[config.mk]
export PLATFORM = sky130hd
export DESIGN_NAME = stream_interval_coalescer_unit
export DESIGN_NICKNAME = d
export VERILOG_FILES = /design/src/rtl/scu_pkg.sv /design/src/rtl/scu_ram.sv /design/src/rtl/stream_interval_coalescer_unit.sv
export SDC_FILE = /design/constraint.sdc
export NUM_CORES = 2
export LEC_CHECK = 0
export BUFFER_PORTS_ARGS = -buffer_cell sky130_fd_sc_hd__buf_4
export CORE_MARGIN = 5
export CORE_UTILIZATION = 45
export CTS_BUF_LIST = sky130_fd_sc_hd__clkbuf_16
export DETAILED_ROUTE_END_ITERATION = 8
export SYNTH_ARGS = -nofsm -noshare
export SYNTH_HDL_FRONTEND = slang
export SYNTH_SLANG_ARGS = --single-unit
[constraint.sdc]
create_clock -name clk -period 11.9 [get_ports clk]
set_input_delay 2.975 -clock clk [delete_from_list [all_inputs] [get_ports clk]]
set_output_delay 2.975 -clock clk [all_outputs]
set_load 0.02 [all_outputs]
[src/rtl/scu_pkg.sv]
package scu_pkg;

    localparam int START_W = 32;
    localparam int LEN_W   = 16;
    localparam int SPAN_W  = 33;

    localparam logic ACT_PUSH  = 1'b0;
    localparam logic ACT_CLEAR = 1'b1;

    typedef enum logic [1:0] {
        ST_IDLE,
        ST_MERGE,
        ST_REWIND,
        ST_EMIT
    } state_t;

    typedef struct packed {
        logic [START_W-1:0] start;
        logic [SPAN_W-1:0]  length;
    } entry_t;

endpackage

[src/rtl/scu_ram.sv]
module scu_ram #(
    parameter int ADDR_W = 5
) (
    input  logic                clk,
    input  logic                we,
    input  logic [ADDR_W-1:0]   waddr,
    input  scu_pkg::entry_t     wdata,
    input  logic                rd_en,
    input  logic [ADDR_W-1:0]   rd_addr,
    output scu_pkg::entry_t     rd_data
);

    scu_pkg::entry_t mem [2**ADDR_W];
    scu_pkg::entry_t rd_data_reg;

    always_ff @(posedge clk)
    begin
        if (we)
        begin
            mem[waddr] <= wdata;
        end
    end

    always_ff @(posedge clk)
    begin
        if (rd_en)
        begin
            rd_data_reg <= mem[rd_addr];
        end
    end

    assign rd_data = rd_data_reg;

endmodule

[src/rtl/stream_interval_coalescer_unit.sv]
// channel   | handshake            | payload
// ----------+----------------------+-------------------------------------------
// request   | start / busy         | action, range_start, range_length
// result    | result_valid strobe  | interval_start, interval_length,
//           |                      | final_interval, list_empty, overflow,
//           |                      | stream_length
//
// a push holds busy until its list is done and lists merged ranges as they
// close; with a full list it lists nothing while merging, and the list is read
// back from the ram after the merge
// the single ram read port gives at most one entry a cycle
// a clear never raises busy
// reset empties the list; the receiver cannot stall, results go out as made
module stream_interval_coalescer_unit #(
    parameter int MAX_INTERVALS = 16
) (
    input  logic        clk,
    input  logic        rst_n,
    input  logic        start,
    output logic        busy,
    input  logic        action,
    input  logic [31:0] range_start,
    input  logic [15:0] range_length,
    output logic        result_valid,
    output logic [31:0] interval_start,
    output logic [32:0] interval_length,
    output logic        final_interval,
    output logic        list_empty,
    output logic        overflow,
    output logic [32:0] stream_length
);

    localparam int IDX_W  = $clog2(MAX_INTERVALS);
    localparam int CNT_W  = $clog2(MAX_INTERVALS + 1);
    localparam int ADDR_W = IDX_W + 1;
    localparam logic [CNT_W-1:0] MAX_CNT = CNT_W'(MAX_INTERVALS);

    scu_pkg::state_t state_reg, state_next;
    logic             bank_reg, bank_next;
    logic [CNT_W-1:0] count_reg, count_next;
    logic [32:0]      hw_reg, hw_next;
    logic [CNT_W-1:0] idx_reg, idx_next;
    logic [CNT_W-1:0] tn_reg, tn_next;
    logic             placed_reg, placed_next;
    logic             full_reg, full_next;
    logic             ovf_reg, ovf_next;
    logic             acc_valid_reg, acc_valid_next;
    logic             res_valid_reg, res_valid_next;

    logic [31:0]      ns_reg, ns_next;
    logic [32:0]      ne_reg, ne_next;
    logic [31:0]      acc_s_reg, acc_s_next;
    logic [32:0]      acc_e_reg, acc_e_next;
    logic [31:0]      res_start_reg, res_start_next;
    logic [32:0]      res_len_reg, res_len_next;
    logic             res_final_reg, res_final_next;
    logic             res_empty_reg, res_empty_next;
    logic             res_ovf_reg, res_ovf_next;
    logic [32:0]      res_sl_reg, res_sl_next;

    logic             we;
    logic [ADDR_W-1:0] waddr;
    scu_pkg::entry_t  wdata;
    logic             rd_en;
    logic [ADDR_W-1:0] rd_addr;
    scu_pkg::entry_t  rd_data;

    logic [32:0]      new_end;
    logic [32:0]      rd_end;
    logic             take_new;
    logic             at_end;
    logic [31:0]      cand_s;
    logic [32:0]      cand_e;
    logic             joins;
    logic [32:0]      acc_len;
    logic             tn_full;
    logic             fin_ovf;
    logic [CNT_W-1:0] idx_inc;
    logic [CNT_W-1:0] tn_inc;

    scu_ram #(
        .ADDR_W (ADDR_W)
    ) u_ram (
        .clk     (clk),
        .we      (we),
        .waddr   (waddr),
        .wdata   (wdata),
        .rd_en   (rd_en),
        .rd_addr (rd_addr),
        .rd_data (rd_data)
    );

    assign new_end  = {1'b0, range_start} + {17'd0, range_length};
    assign rd_end   = {1'b0, rd_data.start} + rd_data.length;
    assign take_new = !placed_reg && ((idx_reg == count_reg) || (ns_reg <= rd_data.start));
    assign at_end   = placed_reg && (idx_reg == count_reg);
    assign cand_s   = take_new ? ns_reg : rd_data.start;
    assign cand_e   = take_new ? ne_reg : rd_end;
    assign joins    = acc_valid_reg && (acc_e_reg >= {1'b0, cand_s});
    assign acc_len  = acc_e_reg - {1'b0, acc_s_reg};
    assign tn_full  = (tn_reg == MAX_CNT);
    assign fin_ovf  = ovf_reg || tn_full;
    assign idx_inc  = idx_reg + CNT_W'(1);
    assign tn_inc   = tn_reg + CNT_W'(1);
    assign busy     = (state_reg != scu_pkg::ST_IDLE);

    always_comb
    begin
        state_next     = state_reg;
        bank_next      = bank_reg;
        count_next     = count_reg;
        hw_next        = hw_reg;
        idx_next       = idx_reg;
        tn_next        = tn_reg;
        placed_next    = placed_reg;
        full_next      = full_reg;
        ovf_next       = ovf_reg;
        acc_valid_next = acc_valid_reg;
        ns_next        = ns_reg;
        ne_next        = ne_reg;
        acc_s_next     = acc_s_reg;
        acc_e_next     = acc_e_reg;
        res_valid_next = 1'b0;
        res_start_next = res_start_reg;
        res_len_next   = res_len_reg;
        res_final_next = res_final_reg;
        res_empty_next = res_empty_reg;
        res_ovf_next   = res_ovf_reg;
        res_sl_next    = res_sl_reg;
        we             = 1'b0;
        waddr          = {~bank_reg, tn_reg[IDX_W-1:0]};
        wdata.start    = acc_s_reg;
        wdata.length   = acc_len;
        rd_en          = 1'b0;
        rd_addr        = {bank_reg, IDX_W'(0)};

        case (state_reg)
            scu_pkg::ST_IDLE:
            begin
                if (start)
                begin
                    if (action == scu_pkg::ACT_CLEAR)
                    begin
                        count_next     = '0;
                        hw_next        = '0;
                        res_valid_next = 1'b1;
                        res_start_next = '0;
                        res_len_next   = '0;
                        res_final_next = 1'b1;
                        res_empty_next = 1'b1;
                        res_ovf_next   = 1'b0;
                        res_sl_next    = '0;
                    end
                    else
                    begin
                        ns_next        = range_start;
                        ne_next        = new_end;
                        if (new_end > hw_reg)
                        begin
                            hw_next = new_end;
                        end
                        idx_next       = '0;
                        tn_next        = '0;
                        placed_next    = 1'b0;
                        acc_valid_next = 1'b0;
                        ovf_next       = 1'b0;
                        full_next      = (count_reg == MAX_CNT);
                        rd_en          = (count_reg != '0);
                        state_next     = scu_pkg::ST_MERGE;
                    end
                end
            end

            scu_pkg::ST_MERGE:
            begin
                if (at_end)
                begin
                    we = !fin_ovf;
                    if (!full_reg)
                    begin
                        res_valid_next = 1'b1;
                        res_start_next = acc_s_reg;
                        res_len_next   = acc_len;
                        res_final_next = 1'b1;
                        res_empty_next = 1'b0;
                        res_ovf_next   = 1'b0;
                        res_sl_next    = hw_reg;
                        bank_next      = ~bank_reg;
                        count_next     = tn_inc;
                        state_next     = scu_pkg::ST_IDLE;
                    end
                    else
                    begin
                        ovf_next = fin_ovf;
                        if (!fin_ovf)
                        begin
                            bank_next  = ~bank_reg;
                            count_next = tn_inc;
                        end
                        state_next = scu_pkg::ST_REWIND;
                    end
                end
                else
                begin
                    if (take_new)
                    begin
                        placed_next = 1'b1;
                    end
                    else
                    begin
                        idx_next = idx_inc;
                        if (idx_inc < count_reg)
                        begin
                            rd_en   = 1'b1;
                            rd_addr = {bank_reg, idx_inc[IDX_W-1:0]};
                        end
                    end
                    if (joins)
                    begin
                        if (cand_e > acc_e_reg)
                        begin
                            acc_e_next = cand_e;
                        end
                    end
                    else
                    begin
                        if (acc_valid_reg)
                        begin
                            if (tn_full)
                            begin
                                ovf_next = 1'b1;
                            end
                            else
                            begin
                                we      = 1'b1;
                                tn_next = tn_inc;
                                if (!full_reg)
                                begin
                                    res_valid_next = 1'b1;
                                    res_start_next = acc_s_reg;
                                    res_len_next   = acc_len;
                                    res_final_next = 1'b0;
                                    res_empty_next = 1'b0;
                                    res_ovf_next   = 1'b0;
                                    res_sl_next    = hw_reg;
                                end
                            end
                        end
                        acc_valid_next = 1'b1;
                        acc_s_next     = cand_s;
                        acc_e_next     = cand_e;
                    end
                end
            end

            scu_pkg::ST_REWIND:
            begin
                rd_en      = 1'b1;
                idx_next   = '0;
                state_next = scu_pkg::ST_EMIT;
            end

            scu_pkg::ST_EMIT:
            begin
                res_valid_next = 1'b1;
                res_start_next = rd_data.start;
                res_len_next   = rd_data.length;
                res_final_next = (idx_inc == count_reg);
                res_empty_next = 1'b0;
                res_ovf_next   = ovf_reg;
                res_sl_next    = hw_reg;
                idx_next       = idx_inc;
                if (idx_inc == count_reg)
                begin
                    state_next = scu_pkg::ST_IDLE;
                end
                else
                begin
                    rd_en   = 1'b1;
                    rd_addr = {bank_reg, idx_inc[IDX_W-1:0]};
                end
            end

            default:
            begin
                state_next = scu_pkg::ST_IDLE;
            end
        endcase
    end

    always_ff @(posedge clk or negedge rst_n)
    begin
        if (!rst_n)
        begin
            state_reg     <= scu_pkg::ST_IDLE;
            bank_reg      <= 1'b0;
            count_reg     <= '0;
            hw_reg        <= '0;
            idx_reg       <= '0;
            tn_reg        <= '0;
            placed_reg    <= 1'b0;
            full_reg      <= 1'b0;
            ovf_reg       <= 1'b0;
            acc_valid_reg <= 1'b0;
            res_valid_reg <= 1'b0;
        end
        else
        begin
            state_reg     <= state_next;
            bank_reg      <= bank_next;
            count_reg     <= count_next;
            hw_reg        <= hw_next;
            idx_reg       <= idx_next;
            tn_reg        <= tn_next;
            placed_reg    <= placed_next;
            full_reg      <= full_next;
            ovf_reg       <= ovf_next;
            acc_valid_reg <= acc_valid_next;
            res_valid_reg <= res_valid_next;
        end
    end

    always_ff @(posedge clk)
    begin
        ns_reg        <= ns_next;
        ne_reg        <= ne_next;
        acc_s_reg     <= acc_s_next;
        acc_e_reg     <= acc_e_next;
        res_start_reg <= res_start_next;
        res_len_reg   <= res_len_next;
        res_final_reg <= res_final_next;
        res_empty_reg <= res_empty_next;
        res_ovf_reg   <= res_ovf_next;
        res_sl_reg    <= res_sl_next;
    end

    assign result_valid    = res_valid_reg;
    assign interval_start  = res_start_reg;
    assign interval_length = res_len_reg;
    assign final_interval  = res_final_reg;
    assign list_empty      = res_empty_reg;
    assign overflow        = res_ovf_reg;
    assign stream_length   = res_sl_reg;

endmodule

Yosys cells after proc, flatten, opt, wreduce, memory -nomap -nowiden:

Memories as Yosys holds them, arrays and structs flattened. A register that Yosys moved wholly into a read port is not among the register bits.
Cells that the tools add are included.
Widths: inputs -> output; s select.

* register bits: 287
* memory bits (writable): 2080
* output and inout port bits: 103
* word-level logic and storage cells: 207
* memories: 1

Memory list
* u_ram.mem: words 32, width 65, rd ports 1, clocked after Yosys merged registers in 1, write ports 1, line scu_ram.sv:13 `scu_pkg::entry_t mem [2**ADDR_W];`

* add/sub/neg operators: 5
* $lt $le $gt $ge: 5
* equal/unequal tests: 28
* multiplexer cells: 116
* bitwise logic cells: 4
* reductions and logical operators: 27

Operators with widths (count)
* $mux 33: 17
* $mux 32: 8
* $pmux 33 s3: 2
* $pmux 32 s3: 1
* $gt 33x33->1: 2
* $mux 5: 13
* $mux 1: 53
* $add 32x16->33: 1
* $add 32x33->33: 1
* $ge 33x32->1: 1
* $sub 33x32->33: 1
* $le 32x32->1: 1
* $ne 2x2->1 const B: 12
* $ne 3x3->1 const B: 7
* $pmux 5 s2: 2
* $pmux 5 s4: 1
* $mux 4: 4
* $reduce_and 3->1: 5
* $reduce_and 5->1: 3
* $reduce_and 7->1: 2
* $pmux 1 s3: 4
* $add 5x1->5 const B: 2
* $eq 5x5->1: 2
* $eq 5x5->1 const B: 2
* other kinds (21): 38

Longest topological paths before layout:

* depth after elaboration: 11
* gate-level depth with buffers: 26
* mapped depth without buffers: 23

Hierarchy:

Synthesis repeated with hierarchy kept, for this count alone.

* cell total of the unflattened synthesis: 4995
* area, all modules: 100187.3 sq um

Modules (own cells, without submodules)
* scu_ram: times used 1, cells an instance 3147, area each 80835.0 sq um, sequential area each 64411.8 sq um
* stream_interval_coalescer_unit: times used 1, cells an instance 1848, area each 19352.3 sq um, sequential area each 8338.0 sq um

Least setup slack after synthesis:

Ideal clock, no wire load.

* path type: reg2reg
* from: reg u_ram.rd_data[47] (netlist name)
* to: reg res_len_reg[0] (netlist: interval_length[0]) (enable)
* setup time: 710 ps
* data arrival time: 11840 ps
* setup slack: -649 ps
* stages on the path, launching flop included: 24
* path buffers: 3
* cells stage by stage: edfxtp_1 > inv_1 > ha_1 > a21oi_1 > nand2_1 > a21o_1 > o41a_1 > o21a_1 > a21oi_1 > clkbuf_1 > buf_2 > mux2i_1 > ha_1 > a21o_1 > a21o_1 > a21oi_1 > nor2b_1 > o21ai_0 > nand2b_1 > a211oi_1 > and4_1 > clkbuf_1 > nand2_1 > a221oi_1

* cells in the longest elaborated chain, start to end: 8

RTL lines
* $le 32x32->1: line stream_interval_coalescer_unit.sv:95 `assign take_new = !placed_reg && ((idx_reg == count_reg) || (ns_reg <= rd_data.start));`
* $logic_or 1x1->1: line stream_interval_coalescer_unit.sv:95
* $logic_and 1x1->1: line stream_interval_coalescer_unit.sv:95
* $mux 32 *: line stream_interval_coalescer_unit.sv:97 `assign cand_s = take_new ? ns_reg : rd_data.start;`
* $ge 33x32->1 *: line stream_interval_coalescer_unit.sv:99 `assign joins = acc_valid_reg && (acc_e_reg >= {1'b0, cand_s});`
* $logic_and 1x1->1 *: line stream_interval_coalescer_unit.sv:99
* $ne 3x3->1 (no line) *
* $reduce_and 6->1 (no line) *
* to (signal assigned): line stream_interval_coalescer_unit.sv:330 `res_len_reg <= res_len_next;`
* to (decl): line stream_interval_coalescer_unit.sv:55 `logic [32:0] res_len_reg, res_len_next;`

Every way passes the cells marked *; elsewhere a longest branch is shown, timed or not.
A chain may end at the register's enable or synchronous reset.

Worst setup path after layout:

* from: reg u_ram.rd_data[56] (netlist name)
* to: mem u_ram.mem[3][63] (netlist bit) (enable)

* cells in the longest elaborated chain, start to end: 11

RTL lines
* $le 32x32->1: line stream_interval_coalescer_unit.sv:95
* $logic_or 1x1->1: line stream_interval_coalescer_unit.sv:95
* $logic_and 1x1->1: line stream_interval_coalescer_unit.sv:95
* $mux 32 *: line stream_interval_coalescer_unit.sv:97
* $ge 33x32->1 *: line stream_interval_coalescer_unit.sv:99
* $logic_and 1x1->1 *: line stream_interval_coalescer_unit.sv:99
* $mux 1 *: line stream_interval_coalescer_unit.sv:218 `if (joins)`
* $mux 1 *: line stream_interval_coalescer_unit.sv:176 `if (at_end)`
* $mux 1 *: line stream_interval_coalescer_unit.sv:137 `case (state_reg)`
* $mux 1 *: line scu_ram.sv:18 `if (we)`
* $mux 1 (not written as such) *: line scu_ram.sv:20 `mem[waddr] <= wdata;`
* to (decl): line scu_ram.sv:13

Marks and branches as above.

==> results.cfg <==
[run_status]
run_status = finished clean

[placement]
io_buffers = 154
place_hpwl_um = 190000
dp.cells = 9631
place_ws_ns = 3.07
gp_congestion = 0.931

[sta]
min_period_over_period_pct = 75.8
setup_viol = 0
slew_viol_final = 0
worst_slew_pin_slew_ns = 1.42
rsz0062_at_grt = false
skew_ns = 0.0792
hold_ws_ns = 0.505
finalSetupTns_ns = 0
max_freq_mhz = 111
period_needed_ns = 9.02
fin_ws_ns = 2.88
report.final.hold_viol_count = 0
max-slew-margin-rel_pct = 5.26

[logic_synthesis]
ys_seq_elements = 2432
async_flop_share_pct = 2.30
syn_nets = 6936
synth.avg_cell_area_um2 = 15.2
synth_cells = 6661
yosysWarnings = 0
seq_area_frac_synth_pct = 71.8
synth_area_leaders = edfxtp_1 70%, mux2i_1 5.5%, ha_1 2.7%, a211oi_1 2.6%, a21oi_1 2.0%
synth_edf_count = 2376
yosysTopAreaCellShare_pct = 70.4
synthesis.area_um2 = 101000
synth_cell_type_count = 84
synth_top_flop_cell = edfxtp_1
yosysTopAreaCell = edfxtp_1

[worst_setup_path]
r2r_start = u_ram.rd_data[56]
cp.required_ns = 12.40
cp_top_family = simple AND/OR/NAND/NOR gates
crit_fanout = 70
worstPathCellList = inv_1 > ha_1 > nand4_1 > nor4_1 > nand2_1 > o21a_1 > a21oi_4 > buf_4 > mux2i_1 > ha_1 > nor2b_1 > o21a_1 > o21a_1 > o21a_1 > o21ai_0 > a21oi_1 > o21ai_0 > and4_1 > a21oi_4 > buf_4 > nor3_2 > buf_4 > buf_4
timing_worst_setup_path_type = flop to flop
cp-end-kind = flop
reg2reg_depth = 23
cp-start-kind = flop
rrSetupSlack_ns = 2.88
r2r_end = u_ram.mem[3][63]
cpPeakStageDelay_ns = 0.77
cp.arrival_ns = 9.52
slowest_stage = nor4_1
crit_buf_inv = 5

[min_path]
hold_path_depth = 1
hold_path_end = hw_reg[15]
holdCritPathClass = flop to flop
worstHoldStart = hw_reg[15]

[floorplanning]
placeableCoreArea_um2 = 224000
die_x_um = 484
initial_utilization_pct = 45.1
rows = 174
die_y_um = 484
io_pins = 155
dieArea_um2 = 235000

[drt]
drt-initial-drc-count = 7719
routedWlPerCell_um = 31.5
antenna_left = 0
drtPass1Iterations = 6
route.final.wire_length_um = 318000
vias = 62400
post_drt_via_cell_ratio = 6.17
route.detailed.drc = 0

[clock_tree]
clock-root-buffer = clkbuf_16
cts_resized = 0
postCtsSetupRepairBufs = 0
cts_tree = yes
cts_buffers = 274
clock_latency_ns = 0.93
path_clk_slew_ns = 0.06
cts_hold_buf = 0
cts_max_level = 5
ctsLongestPathBuffers = 4
clkSinkCount = 2432

[layout]
nNetsFinal = 7191
drive_gt1_share_pct = 12.4
largest_register_ffs = 2080
area_delta_synth_final_pct = 13.7
stdcell_count = 10100

[global_route]
antenna_found_initial = 29
grt_pass1_vias = 59800
grt_pass1_wl_um = 448000
grt.total_usage_pct = 26.3
grt_overflow = 0
grt_max_degree = 129

[job]
cap_violations = 0
==> synthesized netlist by cell type, drive strengths merged, types with 24 or more instances <==
cell	count
a211oi	347
a21o	64
a21oi	410
a22o	38
a31oi	24
buf	183
clkbuf	190
dfrtp	56
edfxtp	2376
ha	220
inv	213
mux2	38
mux2i	560
nand2	288
nand2b	44
nand3	155
nand4	39
nor2	287
nor2b	160
nor3	68
nor4	78
o21ai	143
o221ai	96
o22ai	218
o2bb2ai	34
xnor2	58
xor2	38
==> stage by stage <==
stage	cell area (µm²)	util [%]
2_1_floorplan	101000	-
3_3_place_gp	107000	47.6
3_5_place_dp	107000	47.6
4_1_cts	115000	51.3
5_1_grt	115000	51.3
6_report	115000	51.3
==> logic make-up (layout without fill, tap and decap cells) <==
family | Yosys count | after routing | share of synthesized area (%)
multiplexers | 621 | 621 | 6.47
XOR/XNOR | 96 | 96 | 0.830
AND/OR/NAND/NOR | 1170 | 1170 | 5.57
AO/OA/AOI/OAI | 1532 | 1532 | 10.1
flip-flops | 2432 | 2432 | 71.8
adder cells (fa/ha/maj) | 223 | 223 | 2.78
buffers and inverters | 587 | 1030 | 2.47
other | 0 | 9 | 0
==> worst max path at each step <==
| stage | cells past startpoint | endpoint | from | slack [ns] |
|---|---|---|---|---|
| 2_1_floorplan | 23 | u_ram.mem[26][0] | u_ram.rd_data[47] | 0.06 |
| 3_3_place_gp | 23 | u_ram.mem[3][16] | u_ram.rd_data[56] | 3.17 |
| 3_5_place_dp | 23 | u_ram.mem[3][16] | u_ram.rd_data[62] | 3.07 |
| 4_1_cts | 23 | u_ram.mem[3][63] | u_ram.rd_data[56] | 3.01 |
| 5_1_grt | 23 | u_ram.mem[3][63] | u_ram.rd_data[63] | 2.58 |
| 6_report | 23 | u_ram.mem[3][63] | u_ram.rd_data[56] | 2.88 |
==> cell type report <==
cell class	count	area, µm²
well taps	2992	3740
clock buffers	281	7030
inverters	214	806
repair buffers	352	2810
multi-input cells	3642	26800
fillers	18400	109000
diodes	9	22.5
clock inverters	183	1240
flip-flops and latches	2432	72800
==> routing by layer <==
layer | vias to the layer above | routed length [µm] | track usage (%)
met5 | - | 181 | 0
met4 | 8 | 13000 | 10.1
met3 | 599 | 28600 | 5.31
met2 | 3227 | 146000 | 40.7
met1 | 31900 | 131000 | 36.8
li1 | 26700 | - | -
==> cells in the final DEF, fill, tap and decap left out, drive strengths merged, types with 160 or more instances in the layout <==
cell type / netlist / final
nor2: 287 / 287
a211oi: 347 / 347
edfxtp: 2376 / 2376
nand2: 288 / 288
buf: 183 / 352
inv: 213 / 279
clkbuf: 190 / 281
o22ai: 218 / 218
a21oi: 410 / 410
nor2b: 160 / 160
mux2i: 560 / 560
ha: 220 / 220
==> worst register-to-register path, stage by stage (launching register included) <==
cell	delay (ns)
edfxtp_1	0.45
inv_1	0.07
ha_1	0.31
nand4_1	0.19
nor4_1	0.77
nand2_1	0.30
o21a_1	0.25
a21oi_4	0.41
buf_4	0.78
mux2i_1	0.39
ha_1	0.28
nor2b_1	0.14
o21a_1	0.17
o21a_1	0.17
o21a_1	0.15
o21ai_0	0.15
a21oi_1	0.09
o21ai_0	0.59
and4_1	0.56
a21oi_4	0.09
buf_4	0.30
nor3_2	0.71
buf_4	0.67
buf_4	0.63
Power is left out: the tool's default activity adds up to more than one toggle a clock period on the data nets, which glitch-free logic cannot reach.
